--- src/hdl/lru_k_frame_replacer_assert.svh ---
// Assertion macros for the LRU-K frame replacer.
// Each macro expects clk and arst_n in the scope where it is used.
`ifndef LRU_K_FRAME_REPLACER_ASSERT_SVH
`define LRU_K_FRAME_REPLACER_ASSERT_SVH
`ifndef SYNTHESIS
`define LRUK_ASSERT(label, prop, msg) \
	label: assert property (@(posedge clk) disable iff (!arst_n) prop) else $error(msg);
`define LRUK_ASSERT_NEXT(label, ante, cons, msg) \
	label: assert property (@(posedge clk) disable iff (!arst_n) ante |=> cons) \
		else $error(msg);
`else
`define LRUK_ASSERT(label, prop, msg)
`define LRUK_ASSERT_NEXT(label, ante, cons, msg)
`endif
`endif

--- src/hdl/lruk_sync_ram.sv ---
`default_nettype none

module lruk_sync_ram #(
	parameter int WIDTH = 8,
	parameter int DEPTH = 64
) (
	input  logic                     clk,
	input  logic                     we,
	input  logic [$clog2(DEPTH)-1:0] waddr,
	input  logic [WIDTH-1:0]         wdata,
	input  logic [$clog2(DEPTH)-1:0] raddr,
	output logic [WIDTH-1:0]         rdata
);

	logic [WIDTH-1:0] mem [DEPTH];

	always_ff @(posedge clk) begin
		if (we) begin
			mem[waddr] <= wdata;
		end
	end

	always_ff @(posedge clk) begin
		rdata <= mem[raddr];
	end

endmodule

`default_nettype wire

--- config.mk ---
export PLATFORM = sky130hd
export DESIGN_NAME = lruk_sync_ram
export DESIGN_NICKNAME = d
export VERILOG_FILES = /design/src/hdl/lru_k_frame_replacer_assert.svh /design/src/hdl/lruk_sync_ram.sv
export SDC_FILE = /design/constraint.sdc
export NUM_CORES = 1
export LEC_CHECK = 0
export BUFFER_PORTS_ARGS = -buffer_cell sky130_fd_sc_hd__buf_2
export CAP_MARGIN = 5
export CORE_AREA = 2 2 184 186
export CTS_CLUSTER_DIAMETER = 50
export DETAILED_ROUTE_END_ITERATION = 16
export DIE_AREA = 0 0 186 188
export GPL_TIMING_DRIVEN = 0
export PLACE_DENSITY = 0.77
export RECOVER_POWER = 50
export SKIP_LAST_GASP = 1
export SYNTH_ARGS = -nofsm -noshare
export SYNTH_HDL_FRONTEND = slang
export SYNTH_SLANG_ARGS = --single-unit
--- constraint.sdc ---
create_clock -name clk -period 2 [get_ports clk]
set_input_delay 0.1 -clock clk [delete_from_list [all_inputs] [get_ports clk]]
set_output_delay 0.1 -clock clk [all_outputs]
set_load 0.1 [all_outputs]
Word level (Yosys, flattened, before mapping)
Memories as Yosys holds them, arrays and structs flattened. A register that Yosys moved wholly into a read port is not among the register bits.
Index checks and enable logic that the tools add are counted.

operators by class
  reduce and logical (&&, ||, !) cells = 0
  bitwise operators = 0
  shift operators = 0
  multiply operators = 0
  add/sub/neg operators = 0
  equality and inequality tests = 0
  divide/modulo/power cells = 0
  magnitude comparators = 0
  multiplexer cells = 2

operator list
  cell               count
  two-way mux 1 bit  2

word-level totals
  bits in latches = 0
  bits in registers = 0
  output and inout bits = 8
  bits in read-only memories = 0
  memory bits (writable) = 512
  memories kept = 1

memory list
  name  depth  bits a word  rd ports  clocked after Yosys merged registers in  write ports  line                 source
  mem   64     8            1         1                                        1            lruk_sync_ram.sv:15  logic [WIDTH-1:0] mem [DEPTH];

Longest topological paths before layout
Gate-level depths: netlist of the first run.

  word-level depth = 2
  mapped depth = 9
  mapped depth without buffers = 5

Worst setup path before layout of the first run
OpenSTA, ideal clock, no wires.

  path type = input -> register
  start = in raddr[1]
  end = reg rdata[3] (read register of mem)
  cell stages on the path = 7
  library setup time = 0.128 ns
  buffers on the path = 3
  slack = 0.232 ns
  data arrival time = 1.640 ns
  path through = buf_4 -> buf_2 -> buf_2 -> mux4_2 -> mux4_2 -> o21ai_1 -> o41ai_1

RTL lines
  element             line                 source
  start: declaration  lruk_sync_ram.sv:11  input logic [$clog2(DEPTH)-1:0] raddr,
  end: declaration    lruk_sync_ram.sv:12  output logic [WIDTH-1:0] rdata

==> flow_summary.toml, run 1 <==
[setup_path]
worst-setup-path-type = "register to register"
critPathLaunchType = "register"
critPathCaptureType = "register"
arrival_ps = 2410
cp_slowest_cell = "mux4_2"
path_max_fanout = 1
r2r_slack_ps = 9
path_cells = "mux4_2 -> mux2_2 -> o221a_2 -> nor3_4 -> o32ai_2"
reg2reg_depth = 5
max_stage_delay_ps = 480
rr_endpoint = "rdata[4]"
r2r_start = "mem[21][4]"
required_ps = 2420

[timing]
tns_ps = 0
min_period_over_period_pct = 99.53
slew_headroom_pct = 6.457
rsz0062_at_grt = "true"
fmax_ghz = 0.5024
finalHoldViolations = 0
timing.final.crit_period_ps = 1991
final_max_slew_viol_count = 0
fin_skew_ps = 19.78
setup_viol = 0
tightest_slew_ps = 1403

[synthesis]
synth_cell_types = 40
netlist.area_leader.share_pct = 76.24
netlist_area_mm2 = 0.02017
ys_seq_area_share_pct = 77.03
synth_nets = 962
synth_cells = 940
ys_seq_elements = 520
avgSynthCellArea_um2 = 21.45
synth_area_leader_cell = "edfxtp_1"
ys_warn_count = 0
synthTopCellsByArea = "edfxtp_1 (76%), mux4_2 (14%), nor2_1 (1.5%), mux2i_1 (1.1%), dfxtp_1 (0.79%)"

[final_layout]
finalNetCount = 1035
register_area_mm2 = 0.01553
syn_to_final_growth_pct = 11.42
fillCellCount = 2016
antennaDiodeCount = 0
drive_above_1_share_pct = 25.88
final_common_cell = "edfxtp_1"
multi_input_area_mm2 = 0.004382
finish.utilization_pct = 67.86
final_cell_mix = "edfxtp_1 (512), mux4_2 (126), nor2_1 (83)"

[hold_path]
min_path_cells = 3
min_from = "waddr[0]"
hold_end = "mem[55][1]"
hp-class = "primary input to register"

[global_route]
grt_max_degree = 65
grt_use_total_pct = 27.33
antenna_found_initial = 3
grt_pass1_vias = 10054
grt.overflow.total = 0
grt_pass1_wl_mm = 66.86

[floorplanning]
start_util_pct = 60.90
die_w_um = 186
io_pins = 30
die_area_mm2 = 0.03497
die_y_um = 188
core_area_mm2 = 0.03311
std_cell_rows = 67

[placed_design]
gp_congestion = 0.9582
io_buffers = 21
hpwl_mm = 28.67

[detailed_routing]
wirelength_mm = 46.02
wire_per_inst_um = 30.70
ant_nets = 0
first_iter_violations = 1340
first_pass_iters = 7
vias = 10009
drc_errors = 0
viasPerCell = 6.677

[clocking]
numCtsBuffers = 49
cts_tree = "yes"
clock_latency_ps = 570
h-tree-depth = 2
cts.sinks = 520
cts_max_path_buffers = 3
clk_pin_slew_ps = 70
root_buffer = "clkbuf_16"
postCtsSetupRepairBufs = 0

[outcome]
status = "completed"

[run]
drv_cap = 0

[pwr]
ir_worst_vdd_mv = 0.5821
p_leak_nw = 6.990
p_per_area_mw_per_mm2 = 995.2
cell families after synthesis:
| kind of cell | after synthesis | share of synthesized area [%] |
|---|---|---|
| and+or+nand+nor | 153 | 3.387 |
| DFF | 520 | 77.03 |
| buffers and inverters | 51 | 1.570 |
| AOI/OAI and AO/OA | 54 | 2.072 |
| muxes | 162 | 15.94 |
layer usage:
layer / GRT usage [%] / routed length [um]
met5: 0 / 24
met4: 10.05 / 1586
met3: 6.506 / 5019
met2: 41.06 / 21640
met1: 39.88 / 17750
worst max-delay path: cells and delay by family, from the launching register on:
family | cells | cell delay (ps)
flip-flops | 1 | 360
AO/OA/AOI/OAI | 2 | 460
AND/OR/NAND/NOR | 1 | 230
multiplexers | 2 | 790
registers in the layout (all words and copies together) (netlist names):
name   cells
mem      512
rdata      8
how the worst max path moves through the flow:
| stage | start | to | slack [ps] | cells past startpoint |
|---|---|---|---|---|
| 4_1_cts | raddr[1] | rdata[4] | -40 | 8 |
| 2_1_floorplan | raddr[1] | rdata[3] | 230 | 7 |
| 6_report | mem[21][4] | rdata[4] | 9 | 5 |
| 5_1_grt | mem[21][4] | rdata[4] | -20 | 5 |
| 3_3_place_gp | raddr[2] | rdata[3] | -770 | 7 |
| 3_5_place_dp | raddr[1] | rdata[4] | -820 | 8 |
timing repair:
| item | 4_1_cts | 5_1_grt |
|---|---|---|
| pin swaps | 0 | 1 |
| gates resized for setup | 7 | 17 |
| setup endpoints to repair | 5 | 7 |
| hold buffers | 1 | 0 |
| hold endpoints to repair | 2 | 0 |
per-stage QoR:
stage               total power, mW  hold WS, ps  instances  setup slack, ps  area [um2]
finish                        22.36        250.5       1499            9.470       22470
global route                  22.89        290.1       1499           -19.94       22470
CTS                           22.36        230.0       1499           -40.02       22400
detailed placement            13.63        529.6       1409           -818.6       20830
global placement              13.60        542.7       1409           -772.2       20830
floorplan                     13.11        198.9        940            232.3       20170
power breakdown:
part           leakage [nW]  internal [mW]  switching (mW)
clock network         0.747           5.06            3.84
logic                  1.57          0.439           0.927
registers              4.67           12.1          0.0224
synthesized netlist by cell type (all sizes together):
cell	count
mux4	126
nand4	2
o22ai	8
o221a	2
nor3	7
edfxtp	512
o311ai	1
a211oi	4
o21ai	4
a221oi	6
clkbuf	17
or3	1
a31oi	1
o221ai	8
o21a	2
nand2	19
nand3	13
nand2b	7
o2111ai	3
o2bb2ai	3
nand4b	1
mux2	13
buf	34
dfxtp	8
nand3b	3
o41ai	2
mux2i	23
nor2	83
a22oi	3
o32ai	2
a21oi	3
nor4	2
a2111oi	2
and2	1
nor2b	14
area by class of cell:
| class | instances | area share [%] |
|---|---|---|
| well taps | 448 | 2.495 |
| flip-flops and latches | 520 | 69.14 |
| clock buffers | 64 | 5.897 |
| plain buffers | 51 | 1.515 |
| clock inverters | 25 | 0.9466 |
| repair buffers | 22 | 0.5123 |
| multi-input cells | 369 | 19.50 |
Note: power is estimated with default switching activity, not from simulation.
==> run 2: changes to the inputs <==
--- a/config.mk
+++ b/config.mk
@@ -7,12 +7,12 @@
 export LEC_CHECK = 0
 export BUFFER_PORTS_ARGS = -buffer_cell sky130_fd_sc_hd__buf_2
 export CAP_MARGIN = 5
-export CORE_AREA = 2 2 184 186
+export CORE_AREA = 2 2 195 197
 export CTS_CLUSTER_DIAMETER = 50
 export DETAILED_ROUTE_END_ITERATION = 16
-export DIE_AREA = 0 0 186 188
+export DIE_AREA = 0 0 197 199
 export GPL_TIMING_DRIVEN = 0
-export PLACE_DENSITY = 0.77
+export PLACE_DENSITY = 0.69
 export RECOVER_POWER = 50
 export SKIP_LAST_GASP = 1
 export SYNTH_ARGS = -nofsm -noshare
==> run 2 against run 1 <==
Net effect:
- the flow now finishes with violations (setup timing)
- routed wire length is 1.4% higher
- worst setup slack worse by 51 ps
- count of clock-buffer cells in the layout stayed put
- utilization is 6.5 points lower
- sequential power hardly changed
- register-to-register slack worse by 50 ps
- cell area is 1.3% higher
- worst hold slack better by 15 ps
- sequential share of layout area is 0.90 points lower
- final cell count is 2.1% higher
- largest cell class unchanged
- highest routed layer unchanged
==> flow_summary.toml, run 2 (synthesis gave the netlist of run 1 again) <==
[timing]
rsz0062_at_grt = "true"
whs_ps = 265.9
setup_viol = 1
slew_headroom_pct = 7.849
timing.final.crit_period_ps = 2041
final_max_slew_viol_count = 0
fmax_ghz = 0.4899
worst_slack_ps = -41.17
tightest_slew_ps = 1382
finalHoldViolations = 0
min_period_over_period_pct = 102.1
tns_ps = -41.17
fin_skew_ps = 9.399

[pwr]
p_clk_share_pct = 43.0
p_seq_share_pct = 51.2
p_per_area_mw_per_mm2 = 1037
p_sw_share_pct = 21.10
ir_worst_vdd_mv = 0.7021
switchingPower_mw = 4.982
p_leak_nw = 7.130
p_int_mw = 18.63
power_mw = 23.61
comb_power_share_pct = 5.8

[final_layout]
stdcell_area_mm2 = 0.02277
final_common_cell = "edfxtp_1"
reg_top3 = "mem x512, rdata x8"
final_cell_mix = "edfxtp_1 (512), mux4_2 (126), nor2_1 (82)"
syn_to_final_growth_pct = 12.89
fin_cells = 1531
drive_above_1_share_pct = 27.53
fillCellCount = 2571
largest_register_ffs = 512
top_register = "mem"
antennaDiodeCount = 0
finalNetCount = 1037
finish.utilization_pct = 61.31

[placed_design]
dpl.cell_count = 1435
placed_area_mm2 = 0.02087
gp_congestion = 0.9318
hpwl_mm = 29.10
io_buffers = 21
pre_cts_slack_ps = -966.2

[detailed_routing]
ant_nets = 0
wire_per_inst_um = 30.48
drc_errors = 0
vias = 9980
wirelength_mm = 46.67
first_iter_violations = 1243
first_pass_iters = 5
viasPerCell = 6.519

[outcome]
violations = "setup timing"
status = "finished with violations"

[floorplanning]
start_util_pct = 54.31
die_w_um = 197
std_cell_rows = 71
io_pins = 30
die_area_mm2 = 0.03920
core_area_mm2 = 0.03713
die_y_um = 199

[run]
drv_cap = 0

[setup_path]
worst-setup-path-type = "register to register"
r2r_slack_ps = -40
arrival_ps = 2460
required_ps = 2420
critPathCaptureType = "register"
critPathLaunchType = "register"
path_max_fanout = 1

[clocking]
clk_pin_slew_ps = 60
cts.sinks = 520
cts_tree = "yes"
cts_max_path_buffers = 3
clock_latency_ps = 570
h-tree-depth = 2
numCtsBuffers = 51
root_buffer = "clkbuf_16"

[global_route]
grt_use_total_pct = 24.58
grt.overflow.total = 0
grt_max_degree = 65
antenna_found_initial = 1
grt_pass1_vias = 9881
grt_pass1_wl_mm = 67.47

[hold_path]
hp-class = "primary input to register"
run 2: cell count changes in the layout (fill, tap and decap cells not counted), sizes merged:
cell,before,now
inv,1,0
clkdlybuf4s15,1,0
clkbuf,93,94
bufinv,3,9
clkinv,19,20
run 2: metal layers:
metal  global-route usage [%]  share of wire [%]  up-vias
li1                         -                  -     4090
met1                    35.66                 41     5242
met2                    37.53                 46      541
met3                    5.392                9.7      105
met4                    8.605                3.4        2
met5                        0              0.032        -
run 2: critical path: stages, from the launching register on:
cell and delay, ps:
edfxtp_1 360, mux4_2 480, mux2_2 300, o221a_2 300
nor3_2 280, o32ai_2 180
run 2: area by class of cell:
type	count	area, um2	area share (%)
clock inverter	31	390.4	1.715
multi-input combinational	369	4410	19.37
clock buffer	64	1398	6.139
tap	474	593.1	2.605
timing repair buffer	22	115.1	0.5056
sequential	520	15530	68.23
buffer	51	325.3	1.429
run 2: final timing paths:
kind         startpoint        to  cells after the start
max reg2reg  mem[21][6]  rdata[6]                      5
max          mem[21][6]  rdata[6]                      5
min reg2reg   mem[3][7]  rdata[7]                      4
min            raddr[4]  rdata[5]                      4
run 2: power groups by stage:
stage	clock (mW)	combinational (mW)	sequential [mW]
2_1_floorplan	0	0.643	12.5
3_3_place_gp	0	1.31	12.3
3_5_place_dp	0	1.33	12.3
4_1_cts	10.2	1.35	12.1
5_1_grt	10.7	1.43	12.1
6_report	10.1	1.37	12.1
run 2: timing repair:
action	CTS	global route
hold buffers	1	0
resized for setup	15	14
buffers inserted	0	0
endpoints found under the setup margin	8	8
pin swaps	1	0
hold endpoints to repair	2	0
