[src/hdl/lru_k_frame_replacer_assert.svh]
// Assertion macros for the LRU-K frame replacer.
// Each macro expects clk and arst_n in the scope where it is used.
`ifndef LRU_K_FRAME_REPLACER_ASSERT_SVH
`define LRU_K_FRAME_REPLACER_ASSERT_SVH
`ifndef SYNTHESIS
`define LRUK_ASSERT(label, prop, msg) \
	label: assert property (@(posedge clk) disable iff (!arst_n) prop) else $error(msg);
`define LRUK_ASSERT_NEXT(label, ante, cons, msg) \
	label: assert property (@(posedge clk) disable iff (!arst_n) ante |=> cons) \
		else $error(msg);
`else
`define LRUK_ASSERT(label, prop, msg)
`define LRUK_ASSERT_NEXT(label, ante, cons, msg)
`endif
`endif

[src/hdl/lruk_pkg.sv]
`default_nettype none

package lruk_pkg;

	localparam int MAX_FRAMES = 64;
	localparam int FRAME_W    = 6;
	localparam int FCNT_W     = 7;
	localparam int CFG_IDX_W  = 1;
	localparam int CFG_DATA_W = 7;

	typedef enum logic [1:0] {
		REQ_RECORD      = 2'd0,
		REQ_SET_MARK    = 2'd1,
		REQ_FIND_VICTIM = 2'd2,
		REQ_REMOVE      = 2'd3
	} req_type_t;

	typedef enum logic [1:0] {
		STAT_OK            = 2'd0,
		STAT_RANGE         = 2'd1,
		STAT_NO_VICTIM     = 2'd2,
		STAT_NOT_EVICTABLE = 2'd3
	} status_t;

	typedef enum logic [CFG_IDX_W-1:0] {
		CFG_HISTORY_DEPTH = 1'd0,
		CFG_FRAMES_IN_USE = 1'd1
	} cfg_idx_t;

	typedef struct packed {
		req_type_t          req_type;
		logic [FRAME_W-1:0] frame_num;
		logic               evictable_flag;
	} req_t;

	typedef struct packed {
		status_t            status;
		logic [FRAME_W-1:0] victim_frame;
		logic [FCNT_W-1:0]  evictable_count;
	} rsp_t;

	// control from the scan pipeline to the victim picker
	typedef struct packed {
		logic               clear;
		logic               cand_valid;
		logic               cand_inf;
		logic [FRAME_W-1:0] cand_id;
	} pick_ctl_t;

	typedef struct packed {
		logic               found;
		logic [FRAME_W-1:0] best_id;
	} pick_res_t;

endpackage

`default_nettype wire

[src/hdl/lruk_victim_pick.sv]
`default_nettype none

module lruk_victim_pick
	import lruk_pkg::*;
#(
	parameter int STAMP_WIDTH = 64
) (
	input  logic                   clk,
	input  logic                   arst_n,
	input  pick_ctl_t              ctl,
	input  logic [STAMP_WIDTH-1:0] cand_ts,
	output pick_res_t              res
);

	logic                   found_q;
	logic                   best_inf_q;
	logic [STAMP_WIDTH-1:0] best_ts_q;
	logic [FRAME_W-1:0]     best_id_q;
	logic                   take;

	// infinite distance beats finite; within a class the older stamp wins,
	// and a tie keeps the earlier (lower) frame
	always_comb begin
		take = ctl.cand_valid && (!found_q || (ctl.cand_inf && !best_inf_q) ||
			(ctl.cand_inf == best_inf_q && cand_ts < best_ts_q));
	end

	always_ff @(posedge clk or negedge arst_n) begin
		if (!arst_n) begin
			found_q <= 1'b0;
		end else if (ctl.clear) begin
			found_q <= 1'b0;
		end else if (take) begin
			found_q <= 1'b1;
		end
	end

	always_ff @(posedge clk) begin
		if (take) begin
			best_inf_q <= ctl.cand_inf;
			best_ts_q  <= cand_ts;
			best_id_q  <= ctl.cand_id;
		end
	end

	assign res.found   = found_q;
	assign res.best_id = best_id_q;

endmodule

`default_nettype wire

[config.mk]
export PLATFORM = sky130hd
export DESIGN_NAME = lruk_victim_pick
export DESIGN_NICKNAME = d
export VERILOG_FILES = /design/src/hdl/lru_k_frame_replacer_assert.svh /design/src/hdl/lruk_pkg.sv /design/src/hdl/lruk_victim_pick.sv
export SDC_FILE = /design/constraint.sdc
export NUM_CORES = 1
export LEC_CHECK = 0
export BUFFER_PORTS_ARGS = -buffer_cell sky130_fd_sc_hd__buf_2
export CAP_MARGIN = 40
export CORE_ASPECT_RATIO = 0.9
export CORE_MARGIN = 3
export CORE_UTILIZATION = 45
export DETAILED_ROUTE_END_ITERATION = 7
export PLACE_DENSITY = 0.68
export SETUP_SLACK_MARGIN = 0.02
export SLEW_MARGIN = 30
export SYNTH_ARGS = -nofsm -noshare
export SYNTH_HDL_FRONTEND = slang
export SYNTH_SLANG_ARGS = --single-unit
[constraint.sdc]
create_clock -name clk -period 7.1 [get_ports clk]
set_input_delay 0.355 -clock clk [delete_from_list [all_inputs] [get_ports clk]]
set_output_delay 0.355 -clock clk [all_outputs]
set_load 0.1 [all_outputs]
After elaboration in Yosys (flattened, before gate mapping)
Index checks and enable logic that the tools add are counted.

Magnitude comparators: 1. Equal/unequal tests: 1. Muxes and demuxes: 2. Reduce and logical (&&, ||, !) cells: 8.

Operators with widths (number): $lt A64 B64 Y1 (1); $logic_and A1 B1 Y1 (3); $logic_not A1 Y1 (2); $logic_or A1 B1 Y1 (2); $mux W1 (2); $reduce_bool A2 Y1 (1); $eq A1 B1 Y1 (1).

Register bits after elaboration: 72. Output and inout bits: 7. Logic and storage cells: 16.

Longest topological paths before layout
Depth after elaboration: 7. Gate-level depth with buffers: 8. Gate-level depth less buffers: 8.

Least setup slack after synthesis
Ideal clock, no wire load.

Kind: input -> register. Start: input cand_ts[25]. End: register best_id_q[0] (enable). Setup time: 543 ps. Data arrival time: 5515 ps. Slack: 1042 ps. Stages on the path: 7. Buffers on the path: 0. Path through: ha_1 a21o_1 a221o_1 a22oi_1 o2111ai_1 a221o_1 a31oi_1.

Cells in the longest elaborated chain, start to end: 4.

RTL lines: from (decl) (line lruk_victim_pick.sv:11) `input logic [STAMP_WIDTH-1:0] cand_ts,`; $lt A64 B64 Y1 (line lruk_victim_pick.sv:25) `(ctl.cand_inf == best_inf_q && cand_ts < best_ts_q));`; $logic_and A1 B1 Y1 (line lruk_victim_pick.sv:25); $logic_or A1 B1 Y1 (line lruk_victim_pick.sv:24) `take = ctl.cand_valid && (!found_q || (ctl.cand_inf && !best_inf_q) ||`; $logic_and A1 B1 Y1 (line lruk_victim_pick.sv:24); net take (line lruk_victim_pick.sv:19) `logic take;`; to (signal assigned) (line lruk_victim_pick.sv:42) `best_id_q <= ctl.cand_id;`; to (decl) (line lruk_victim_pick.sv:18) `logic [FRAME_W-1:0] best_id_q;`.

The timed path passes the listed nets, and every way through them passes these cells. A chain may end at the register's enable or synchronous reset.

Final worst setup path
Start: register best_ts_q[25]. End: register best_ts_q[62] (enable).

Cells in the longest elaborated chain, start to end: 4.

RTL lines: from (decl) (line lruk_victim_pick.sv:17) `logic [STAMP_WIDTH-1:0] best_ts_q;`; from (signal assigned) (line lruk_victim_pick.sv:41) `best_ts_q <= cand_ts;`; $lt A64 B64 Y1 (line lruk_victim_pick.sv:25); $logic_and A1 B1 Y1 (line lruk_victim_pick.sv:25); $logic_or A1 B1 Y1 (line lruk_victim_pick.sv:24); $logic_and A1 B1 Y1 (line lruk_victim_pick.sv:24); net take (line lruk_victim_pick.sv:19).

The timed path passes the listed nets, and every way through them passes these cells.

==> reports/results.txt <==
The post-DP HPWL came out at 5396 µm. For the hold buffer count at cts, the log shows 1. The number of setup buffers added after CTS is 0. The data required time of the worst path is 7.08 ns, and the layout overhead on the synthesized area is 19.90%. Row generation in the floorplan step produced 31 rows. The via count of the first global-routing pass came out at 2556. Synthesis inferred 72 register bits. The clock passes through at most 2 buffers.

The net switching share of the total power was 0.2799. The clock tree root driver cell is sky130_fd_sc_hd__clkbuf_8. The tools report the capture instance of the worst register-to-register path as best_ts_q[62]. The cell area that synthesis handed to floorplanning was 3836 µm². Detailed-route DRC error count: 0.

The run gives 0 as the number of antenna violations at the first check in global routing. The fraction of the cycle the final worst path needs is 0.4312. For the finished layout, the period the worst path requires is 3.062 ns.

The highest clock rate came out at 326.6 MHz. Worst min-delay path class: in -> reg. Max-cap violations in this run came to 0. Setup slack on the worst reg-to-reg path comes out at 4.04 ns.

The logs give 0.278 for the clock group share of total power and 0 for the count of instances resized after the clock tree is built. The gate count after technology mapping is 307. The worst hold path was traced through 2 stages. TritonCTS built the clock tree.

Launching instance or port of the critical path: best_ts_q[25]. The multi-input gate area in the final layout came out at 1431 µm². The deepest level of the CTS H-tree came out at 3. The maximum fanout along the worst path was 38; the adder-cell share of the synthesized area was 0.2087.

In this run the top signal layer used is met4. The netlist uses 31 different library cells. The main combinational cell family by area after synthesis is adder cells. The clock-pin slew on the worst setup and hold paths was 0.07 ns; the compound-cell area share of the yosys netlist was 0.08969.

Once detail routing completed, the nets flagged for antenna violations numbered 0. 82 I/O pins were placed. The library cells used most frequently in the layout, excluding fill and tap cells, are sky130_fd_sc_hd__buf_2, sky130_fd_sc_hd__edfxtp_1, sky130_fd_sc_hd__inv_1. Before antenna repair, the detailed router went through 4 iterations. The run gives 505 as the number of instances in the placed design. The run gives 72 as the sink count of the clock tree. The logic gate share of total power is 0.193, and the die span in x is 103.3 µm. After filler insertion, the fill cell instance count of the layout stands at 718. The repair_antennas step left the layout with diodes totalling 0. Clock latency on the worst-skew pair, taken at its later pin, is 0.34 ns. STA classifies the critical path endpoint as a flip-flop. The wire length the detailed router placed on met1 is 3095 µm. The worst hold path terminates at found_q. The logs give 0 for the number of max-slew violations in the final report and 0.529 for the share of power burned in registers. Entering global routing, the biggest net connects 39 pins. For this block, the routed nets add up to 6731 µm of wire. The flow ran to the end, and the final reports show no timing, DRC or antenna violations. The total area inside the core boundary comes to 8184 µm².

The tools report the total number of vias as 2483. The startpoint identified for the worst register-to-register timing path is best_ts_q[25]. At the pin with the least slew margin, the transition time is 0.6619 ns. The power dissipated by switching net loads came out at 0.0002776 W.

The setup violation total in the final timing report was 0. Leaving out fill and tap cells, the most frequent cell in the layout is sky130_fd_sc_hd__buf_2. For this run, the post-layout net count is 541.

The dominant register cell in the synthesized netlist was sky130_fd_sc_hd__edfxtp_1. The final count of hold timing violations was 0. The fraction of synthesis flops using an asynchronous set or reset pin came out at 0.01389. The first global-routing pass estimated 11260 µm of wire.

The worst hold path begins at ctl[8]. The tools report the footprint of the flip-flops and latches as 2157 µm². The logs give 0.4687 for the initial standard-cell utilization of the core and 0.1521 for the total routing resource utilization after global routing. Detailed-route wire length per cell: 12.89 µm.

Counting cells, the worst reg-to-reg path comes to 9. Wire segments on met2 add up to 3083 µm in the final route. Across all setup checks in the final design, the least slack found is 4.038 ns. Counting the buffers created by CTS gives 9. The internal power of the cells totals 0.0007144 W. The number of standard cells in the final layout excluding fillers was 522; the average size of a mapped cell was 12.50 µm².

For the worst setup path, the data arrival time is 3.05 ns. Total power per unit cell area: 215.7 nW/µm². For the post-synthesis sequential area ratio, the log shows 0.5623.

The xor-xnor portion of the synthesized cell area is 0. The post-synthesis mux area share is 0, and the instance area after placement is 4427 µm². The die covers 9670 µm².

The tools report the worst setup slack after placement as 3.888 ns. After detailed routing, the met3 layer carries 453 µm of wire. The area share of and/or/nand/nor cells after synthesis came out at 0.07078.

The number of nets in the synthesized netlist is 446. The via count normalized by instance count works out to 4.757. The logs give 0 ns for the total negative setup slack and 0.8198 for the global placer's final weighted congestion. Die height: 93.59 µm. During placement, the flow inserted port buffers numbering 81. The number of enable flip-flop cells after synthesis is 71, and the number of violations reported at the end of detailed-routing iteration 0 is 74.

The worst max-slew margin expressed relative to the limit was 0.5547; the fraction of final layout cells sized beyond drive strength 1 was 0.2482. The category of the worst setup path launch point was a flip-flop. For this run the aggregate overflow at the end of global routing stands at 0. With fillers left out, the area of the finished cells amounts to 4599 µm².

The tools report the leakage power total as 2.204 nW. The worst-case IR drop observed on VDD is 0.1205 mV. The clock arrives with 0.01005 ns of skew. During synthesis, Yosys emitted a total of 0 warnings. The critical path is of the reg -> reg type. Setup repair after global routing left no endpoint under its margin.
-- power by group through the flow --
| stage | Combinational [W] | Sequential, W | Clock [W] |
|---|---|---|---|
| after floorplan | 0.000105 | 0.000562 | 0 |
| after global placement | 0.000183 | 0.000534 | 0 |
| after detailed placement | 0.000193 | 0.000535 | 0 |
| after CTS | 0.000195 | 0.000526 | 0.000288 |
| after global routing | 0.000221 | 0.000529 | 0.000302 |
| final | 0.000191 | 0.000525 | 0.000276 |
-- stage by stage --
step | power [W] | hold slack, ns | util
3_5_place_dp | 0.0007286 | 0.1314 | 0.5409
2_1_floorplan | 0.0006674 | 0.05941 | -
4_1_cts | 0.001009 | 0.1368 | 0.5620
6_report | 0.0009920 | 0.1530 | 0.5620
5_1_grt | 0.001053 | 0.1467 | 0.5620
3_3_place_gp | 0.0007176 | 0.1297 | 0.5377
-- layout make-up --
type                    count  area share
inverters                  68     0.05550
multi-input cells         166      0.3112
clock buffers              10     0.02775
repair buffers             85     0.09766
flip-flops and latches     72      0.4690
well taps                 115     0.03128
clock inverters             6    0.007617
-- worst max-delay path by stage --
| stage | end | slack [ns] | cells past startpoint |
|---|---|---|---|
| 2_1_floorplan | best_id_q[0] | 1.04 | 7 |
| 3_3_place_gp | best_id_q[3] | 3.36 | 9 |
| 3_5_place_dp | best_id_q[5] | 3.89 | 9 |
| 4_1_cts | best_ts_q[6] | 4.01 | 9 |
| 5_1_grt | best_ts_q[6] | 3.81 | 9 |
| 6_report | best_ts_q[62] | 4.04 | 9 |
-- synthesized netlist by cell type (3+ instances only) --
library cell / count / area, µm²
sky130_fd_sc_hd__inv_1: 68 / 255.2
sky130_fd_sc_hd__nand4_1: 5 / 31.28
sky130_fd_sc_hd__nand2_1: 18 / 67.56
sky130_fd_sc_hd__nor2_1: 8 / 30.03
sky130_fd_sc_hd__o2111ai_1: 3 / 26.28
sky130_fd_sc_hd__nand3_1: 5 / 25.02
sky130_fd_sc_hd__a21oi_1: 21 / 105.1
sky130_fd_sc_hd__o21ai_0: 7 / 35.03
sky130_fd_sc_hd__edfxtp_1: 71 / 2132
sky130_fd_sc_hd__a21o_1: 7 / 52.55
sky130_fd_sc_hd__and4_1: 6 / 52.55
sky130_fd_sc_hd__ha_1: 64 / 800.8
-- kinds of logic (layout without fill, tap and decap cells) --
group,Yosys count,count (layout)
simple gates,51,51
compound gates,51,51
flops,72,72
buf+inv,69,169
fa+ha+maj,64,64
-- per-layer routing --
metal  vias up  global-route usage
li1       1291                   -
met1      1122              0.1957
met2        61              0.2382
met3         9             0.04922
met4         0             0.05717
met5         -                   0
-- critical path, cell delays in order (launching register included) --
cell,delay [ns]
sky130_fd_sc_hd__edfxtp_1,0.36
sky130_fd_sc_hd__inv_1,0.07
sky130_fd_sc_hd__ha_1,0.24
sky130_fd_sc_hd__a21o_1,0.18
sky130_fd_sc_hd__a221o_1,0.31
sky130_fd_sc_hd__a22oi_1,0.15
sky130_fd_sc_hd__o2111ai_1,0.13
sky130_fd_sc_hd__a221o_1,0.32
sky130_fd_sc_hd__a31oi_4,0.41
sky130_fd_sc_hd__buf_4,0.51
-- state kept, by name, indices dropped and copies added, names as in the netlist --
signal / flops
best_inf_q: 1
found_q: 1
best_id_q: 6
best_ts_q: 64
(Power assumes the default switching activity.)
